[src/design/uvcpk_pkg.sv]
`timescale 1ns / 1ps

package uvcpk_pkg;

    localparam int FRAME_COUNT_BITS_DEF = 24;
    localparam int BYTE_W               = 8;
    localparam int FRAME_LEN_W          = 24;
    localparam int PKT_SIZE_W           = 10;
    localparam int CFG_W                = 24;
    localparam int CFG_IDX_W            = 1;
    localparam int TDATA_W              = 24;

    localparam logic [CFG_IDX_W-1:0] CFG_FRAME_LEN = 1'b0;
    localparam logic [CFG_IDX_W-1:0] CFG_PKT_SIZE  = 1'b1;

    localparam logic [FRAME_LEN_W-1:0] FRAME_LEN_RST = 24'd4096;
    localparam logic [PKT_SIZE_W-1:0]  PKT_SIZE_RST  = 10'd64;
    localparam logic [PKT_SIZE_W-1:0]  PKT_SIZE_MIN  = 10'd3;
    localparam logic [PKT_SIZE_W-1:0]  HDR_BYTES     = 10'd2;

    localparam logic [BYTE_W-1:0] HDR_LEN = 8'h02;
    localparam int FID_POS = 0;
    localparam int EOF_POS = 1;

    typedef struct packed {
        logic [BYTE_W-1:0]     out_byte;
        logic                  packet_end;
        logic [PKT_SIZE_W-1:0] packet_length;
        logic                  buffer_index;
        logic                  run_last;
    } res_t;

endpackage

[src/design/uvc_payload_packetizer.sv]
`timescale 1ns / 1ps
// USB video payload packetizer.
// Input stream s_*: one frame byte per transfer in s_tdata.
// Output stream m_*: packet bytes. Each packet opens with the header length
// byte and the flags byte (frame-ID, end-of-frame), then carries frame data.
// m_tdata holds out_byte, packet_end and packet_length, m_tuser the endpoint
// buffer and m_tlast marks the last output caused by one input byte.
// Configuration: cfg_we writes cfg_data into register cfg_index
// (0 frame length, 1 packet size); write only while the block is idle.
// An accepted byte reaches m_* through the output register, after the two
// header bytes when it opens a packet.
// Throughput: one byte per cycle inside a packet while m_tready is high; at a
// packet start the length byte goes to the output register, the flags and data
// bytes to a two-entry queue behind it, and s_tready stays low until it drains.
// Reset clears all counters, sets the frame length to 4096 and the packet
// size to 64; the first frame carries frame-ID 0.
// When m_tvalid is high and m_tready is low the output register holds and s_tready drops.
module uvc_payload_packetizer #(
    parameter int FRAME_COUNT_BITS = uvcpk_pkg::FRAME_COUNT_BITS_DEF
) (
    input  logic                             clk,
    input  logic                             rst_n,
    input  logic [uvcpk_pkg::BYTE_W-1:0]     s_tdata,    // [7:0] data_byte
    input  logic                             s_tvalid,
    output logic                             s_tready,
    // [7:0] out_byte, [8] packet_end, [18:9] packet_length, [23:19] zero
    output logic [uvcpk_pkg::TDATA_W-1:0]    m_tdata,
    output logic                             m_tvalid,
    input  logic                             m_tready,
    output logic                             m_tlast,
    output logic                             m_tuser,    // [0] buffer_index
    input  logic                             cfg_we,
    input  logic [uvcpk_pkg::CFG_IDX_W-1:0]  cfg_index,
    input  logic [uvcpk_pkg::CFG_W-1:0]      cfg_data
);
    import uvcpk_pkg::*;

    localparam int FW    = FRAME_COUNT_BITS;
    localparam int EXT_W = (FW > FRAME_LEN_W) ? FW : FRAME_LEN_W;
    localparam int CMP_W = (FW > PKT_SIZE_W) ? FW : PKT_SIZE_W;
    localparam logic [EXT_W-1:0] CNT_MAX = {EXT_W{1'b1}} >> (EXT_W - FW);

    logic [FRAME_LEN_W-1:0] frame_length_reg;
    logic [PKT_SIZE_W-1:0]  packet_size_reg;
    logic [FW-1:0]          frame_pos_reg, frame_pos_next;
    logic [PKT_SIZE_W-1:0]  pkt_pos_reg, pkt_pos_next;
    logic                   frame_id_reg, frame_id_next;
    logic                   toggle_reg, toggle_next;
    logic [PKT_SIZE_W-1:0]  cur_len_reg, cur_len_next;
    logic                   out_valid_reg, out_valid_next;
    logic [1:0]             q_cnt_reg, q_cnt_next;
    res_t                   out_reg, out_next;
    res_t                   q0_reg, q0_next;
    res_t                   q1_reg, q1_next;

    logic [EXT_W-1:0]      fl_ext, flen_ext;
    logic [FW-1:0]         flen, fp0, remain, fp_base, fp_inc;
    logic [CMP_W-1:0]      remain_c;
    logic [PKT_SIZE_W-1:0] psz, room, take, new_len, len_eff, pp_base, pp_inc;
    logic                  start, eof, fid_new, pkt_end, buf_idx, accept, load;
    logic [BYTE_W-1:0]     flags;
    res_t                  hdr_res, flg_res, dat_res;

    always_comb
    begin
        fl_ext   = EXT_W'(frame_length_reg);
        if (fl_ext == '0)
            flen_ext = EXT_W'(1);
        else if (fl_ext > CNT_MAX)
            flen_ext = CNT_MAX;
        else
            flen_ext = fl_ext;
        flen     = flen_ext[FW-1:0];
        psz      = (packet_size_reg < PKT_SIZE_MIN) ? PKT_SIZE_MIN : packet_size_reg;
        room     = psz - HDR_BYTES;
        start    = (pkt_pos_reg == '0);
        fp0      = (frame_pos_reg >= flen) ? '0 : frame_pos_reg;
        remain   = flen - fp0;
        remain_c = CMP_W'(remain);
        eof      = (remain_c <= CMP_W'(room));
        take     = eof ? remain_c[PKT_SIZE_W-1:0] : room;
        new_len  = take + HDR_BYTES;
        fid_new  = (fp0 == '0) ? ~frame_id_reg : frame_id_reg;
        flags          = '0;
        flags[FID_POS] = fid_new;
        flags[EOF_POS] = eof;
        len_eff  = start ? new_len : cur_len_reg;
        pp_base  = start ? HDR_BYTES : pkt_pos_reg;
        pp_inc   = pp_base + PKT_SIZE_W'(1);
        fp_base  = start ? fp0 : frame_pos_reg;
        fp_inc   = fp_base + FW'(1);
        pkt_end  = (pp_inc >= len_eff);
        buf_idx  = start ? toggle_reg : ~toggle_reg;

        hdr_res = '{out_byte: HDR_LEN, packet_end: 1'b0, packet_length: len_eff,
                    buffer_index: buf_idx, run_last: 1'b0};
        flg_res = '{out_byte: flags, packet_end: 1'b0, packet_length: len_eff,
                    buffer_index: buf_idx, run_last: 1'b0};
        dat_res = '{out_byte: s_tdata, packet_end: pkt_end, packet_length: len_eff,
                    buffer_index: buf_idx, run_last: 1'b1};
    end

    assign load     = !out_valid_reg || m_tready;
    assign s_tready = (q_cnt_reg == 2'd0) && load;
    assign accept   = s_tvalid && s_tready;

    always_comb
    begin
        frame_pos_next = frame_pos_reg;
        pkt_pos_next   = pkt_pos_reg;
        frame_id_next  = frame_id_reg;
        toggle_next    = toggle_reg;
        cur_len_next   = cur_len_reg;
        if (accept)
        begin
            cur_len_next   = len_eff;
            pkt_pos_next   = pkt_end ? '0 : pp_inc;
            frame_pos_next = (pkt_end && (fp_inc >= flen)) ? '0 : fp_inc;
            if (start)
            begin
                frame_id_next = fid_new;
                toggle_next   = ~toggle_reg;
            end
        end
    end

    always_comb
    begin
        out_valid_next = out_valid_reg;
        q_cnt_next     = q_cnt_reg;
        out_next       = out_reg;
        q0_next        = q0_reg;
        q1_next        = q1_reg;
        if ((q_cnt_reg != 2'd0) && load)
        begin
            out_next       = q0_reg;
            q0_next        = q1_reg;
            q_cnt_next     = q_cnt_reg - 2'd1;
            out_valid_next = 1'b1;
        end
        else if (accept)
        begin
            out_valid_next = 1'b1;
            if (start)
            begin
                out_next   = hdr_res;
                q0_next    = flg_res;
                q1_next    = dat_res;
                q_cnt_next = 2'd2;
            end
            else
            begin
                out_next = dat_res;
            end
        end
        else if (m_tready)
        begin
            out_valid_next = 1'b0;
        end
    end

    always_ff @(posedge clk or negedge rst_n)
    begin
        if (!rst_n)
        begin
            frame_length_reg <= FRAME_LEN_RST;
            packet_size_reg  <= PKT_SIZE_RST;
            frame_pos_reg    <= '0;
            pkt_pos_reg      <= '0;
            frame_id_reg     <= 1'b1;
            toggle_reg       <= 1'b0;
            cur_len_reg      <= '0;
            out_valid_reg    <= 1'b0;
            q_cnt_reg        <= 2'd0;
        end
        else
        begin
            if (cfg_we)
            begin
                unique case (cfg_index)
                    CFG_FRAME_LEN: frame_length_reg <= cfg_data[FRAME_LEN_W-1:0];
                    CFG_PKT_SIZE:  packet_size_reg  <= cfg_data[PKT_SIZE_W-1:0];
                    default:       ;
                endcase
            end
            frame_pos_reg <= frame_pos_next;
            pkt_pos_reg   <= pkt_pos_next;
            frame_id_reg  <= frame_id_next;
            toggle_reg    <= toggle_next;
            cur_len_reg   <= cur_len_next;
            out_valid_reg <= out_valid_next;
            q_cnt_reg     <= q_cnt_next;
        end
    end

    always_ff @(posedge clk)
    begin
        out_reg <= out_next;
        q0_reg  <= q0_next;
        q1_reg  <= q1_next;
    end

    assign m_tvalid = out_valid_reg;
    assign m_tdata  = {(TDATA_W - BYTE_W - PKT_SIZE_W - 1)'(0), out_reg.packet_length,
                       out_reg.packet_end, out_reg.out_byte};
    assign m_tlast  = out_reg.run_last;
    assign m_tuser  = out_reg.buffer_index;

endmodule

[config.mk]
export PLATFORM = sky130hd
export DESIGN_NAME = uvc_payload_packetizer
export DESIGN_NICKNAME = d
export VERILOG_FILES = /design/src/design/uvcpk_pkg.sv /design/src/design/uvc_payload_packetizer.sv
export SDC_FILE = /design/constraint.sdc
export NUM_CORES = 1
export LEC_CHECK = 0
export CAP_MARGIN = 10
export CORE_UTILIZATION = 30
export CTS_BUF_LIST = sky130_fd_sc_hd__clkbuf_2 sky130_fd_sc_hd__clkbuf_4 sky130_fd_sc_hd__clkbuf_8
export DETAILED_ROUTE_END_ITERATION = 6
export DONT_BUFFER_PORTS = 1
export SLEW_MARGIN = 20
export SYNTH_ARGS = -nofsm -noshare
export SYNTH_HDL_FRONTEND = slang
export SYNTH_SLANG_ARGS = --single-unit
[constraint.sdc]
create_clock -name clk -period 8.5 [get_ports clk]
set_input_delay 1.275 -clock clk [delete_from_list [all_inputs] [get_ports clk]]
set_output_delay 1.275 -clock clk [all_outputs]
set_load 0.05 [all_outputs]
==> reports/qor.txt <==
CP dominant cell by count: a21o_1
fmax: 117 MHz
Initial Util: 30.6%
Slew Viols, Final: 0
outcome: complete, but fails checks
Register-to-Register Path Depth: 44
# setup viols final: 17
setup ws final: -83.1 ps
Pleak: 5.41 nW
Tightest Pin Transition: 938 ps
library cells used by synthesis: 70
WS Path Type: reg -> reg
PortBufs: 0
Syn Std Cell Area: 10300 um2
Routed Antenna Nets: 0
Fin Hold WS: 478 ps
leading register cell type out of synthesis: dfrtp_1
final net count: 1378
Power Total: 0.00339 W
initial antenna violation count: 0
CP Capture Type: flip-flop
Top-Level Pins: 66
RSZ-0062 raised after global routing: true
latest clock arrival within the worst-skew pair: 490 ps
vias in the first global route: 8518
Arr. time, crit path: 9000 ps
crit path max fanout: 10
First DRT Iteration DRCs: 745
CP Launch Type: flip-flop
largest net degree at the start of global routing: 84
vias per cell: 5.13
top cell type's share of synthesized area: 19.4%
Final period util: 101%
total wire length: 29.1 mm
Post-synth top cells: nand2_1 (170), ha_1 (96), dfrtp_1 (80), nor2_1 (75), o21ai_0 (74)
# diodes: 0
Hold Crit Class: in -> async
# H-tree levels: 4
max_cap viols: 0
DRT Pass-1 Iters: 5
slowest CP cell: dfrtp_1
clock skew: 17.1 ps
share of layout cells above drive strength 1: 22.5%
Post-synth EDFFs: 62
Seq/Total Area, Yosys: 38.2%
clock sink count: 145
min cycle time layout: 8580 ps
R2R Path End: frame_pos_reg[4]$_DFFE_PN0P_
TritonCTS clock tree: done
Yosys top cell by area: dfrtp_1
# DRC: 0
violated checks: setup timing
die area: 35100 um2
yosys warns: 0
core footprint: 33700 um2
Mapped Cells: 1160
Root Driver: clkbuf_8
area grow syn2layout: 20.6%
maximum vdd drop: 140 uV
gpl congestion: 0.900
first-pass GRT wire length: 46.7 mm
die span in y: 187 um
RR Startpoint: fl_ext[23]$_DFFE_PN0P_
CP max stage delay: 400 ps
Rows: 67
clock buffer depth: 2
synthesized area per cell: 8.89 um2
relative slew slack: 37.3%
Final Hold Viols: 0
Worst R2R Setup Slack: -80 ps
GR Util All Layers: 16.9%
GRT Residual Overflow: 0
vias: 8736
Setup TNS Final: -496 ps
synth top area cells: dfrtp_1 (19%), edfxtp_1 (18%), ha_1 (12%)
Wirelength per Cell: 17.1 um
Worst-path clk slew: 100 ps
detailed placement HPWL: 21.7 mm
Pwr Density: 273 nW/um2
total CTS buffers: 17
synthesized flop and latch total: 145
die width: 187 um
cell with the most instances after synthesis: nand2_1
CP required: 8920 ps
ys async rst share: 57.2%
[how the worst max path moves through the flow]
| stage | slack, ps | cells past startpoint | to | start |
|---|---|---|---|---|
| 6_report | -80 | 44 | frame_pos_reg[4]$_DFFE_PN0P_ | fl_ext[23]$_DFFE_PN0P_ |
| 5_1_grt | -480 | 44 | frame_pos_reg[8]$_DFFE_PN0P_ | fl_ext[23]$_DFFE_PN0P_ |
| 4_1_cts | -150 | 44 | frame_pos_reg[8]$_DFFE_PN0P_ | fl_ext[18]$_DFFE_PN0P_ |
| 3_5_place_dp | -580 | 43 | frame_pos_reg[9]$_DFFE_PN0P_ | fl_ext[0]$_DFFE_PN0P_ |
| 3_3_place_gp | -430 | 43 | frame_pos_reg[8]$_DFFE_PN0P_ | fl_ext[0]$_DFFE_PN0P_ |
| 2_1_floorplan | 40 | 44 | frame_pos_reg[2]$_DFFE_PN0P_ | fl_ext[12]$_DFFE_PN1P_ |
[power breakdown]
| part | switching [W] | leakage, nW | internal (W) |
|---|---|---|---|
| Clock | 0.000341 | 0.190 | 0.000221 |
| Combinational | 0.000874 | 3.59 | 0.000677 |
| Sequential | 0.000284 | 1.63 | 0.000998 |
| Total | 0.00150 | 5.41 | 0.00190 |
[placed cells by master (no fill, tap or decap), types with 7 or more instances in the layout]
cell type	n
and2_1	11
nor2b_1	7
nor2_1	71
and3_1	10
a21o_1	27
edfxtp_1	62
a31oi_1	9
nand4_1	19
xnor2_1	28
inv_1	57
o21ai_2	11
mux2_2	21
nand2b_1	17
buf_6	14
nand3_1	41
ha_1	91
o21a_1	7
nand2_1	170
a21oi_1	52
dfrtp_1	80
o31ai_2	7
a221o_1	8
clkbuf_8	17
buf_4	129
xor2_1	28
nor3_1	27
nor4_1	16
a22o_1	15
o21ai_0	59
[metrics by stage]
| step | area [um2] | cells | util (%) | setup slack [ps] |
|---|---|---|---|---|
| floorplan | 10400 | 1164 | - | 36.4 |
| global placement | 11500 | 1641 | 34.0 | -433 |
| detailed placement | 11500 | 1641 | 34.0 | -584 |
| CTS | 12300 | 1702 | 36.5 | -153 |
| global route | 12400 | 1704 | 36.9 | -480 |
| finish | 12400 | 1704 | 36.9 | -83.1 |
[worst max-delay path, delay by kind of cell, from the launching register on]
family / cells / cell delay (ps)
compound gates: 20 / 3940
simple gates: 14 / 2360
fa+ha+maj: 5 / 1140
buf+inv: 5 / 670
flops: 1 / 400
[cells by family after synthesis]
| group | Yosys count | share of synthesized area [%] |
|---|---|---|
| AND/OR/NAND/NOR | 429 | 19.5 |
| AO/OA/AOI/OAI | 263 | 17.3 |
| flip-flops | 145 | 38.2 |
| buffers and inverters | 143 | 5.61 |
| adder cells (fa/ha/maj) | 97 | 11.8 |
| XOR/XNOR | 56 | 4.76 |
| multiplexers | 26 | 2.78 |
| other | 1 | 0.0364 |
[final cells by class]
| type | instances | area (um2) |
|---|---|---|
| fillers | 3450 | 21300 |
| well taps | 448 | 561 |
| clock buffers | 17 | 234 |
| multi-input cells | 876 | 6170 |
| flip-flops and latches | 145 | 3940 |
| inverters | 59 | 221 |
| clock inverters | 15 | 160 |
| repair buffers | 144 | 1150 |
[per-layer routing]
layer,vias to the layer above,track usage (%),share of wire [%]
li1,4285,-,-
met3,37,3.43,5.9
met5,-,0,0
met2,249,27.1,46
met1,4165,22.8,46
met4,0,5.10,1.7
[timing repair]
item                                    CTS  global route
pin swaps                                28            22
buffers inserted                         28             5
gates cloned                              1             0
endpoints found under the setup margin   36            38
hold buffers                              0             0
resized for setup                        54            36
No activity file was read; power rests on OpenSTA's default activity.
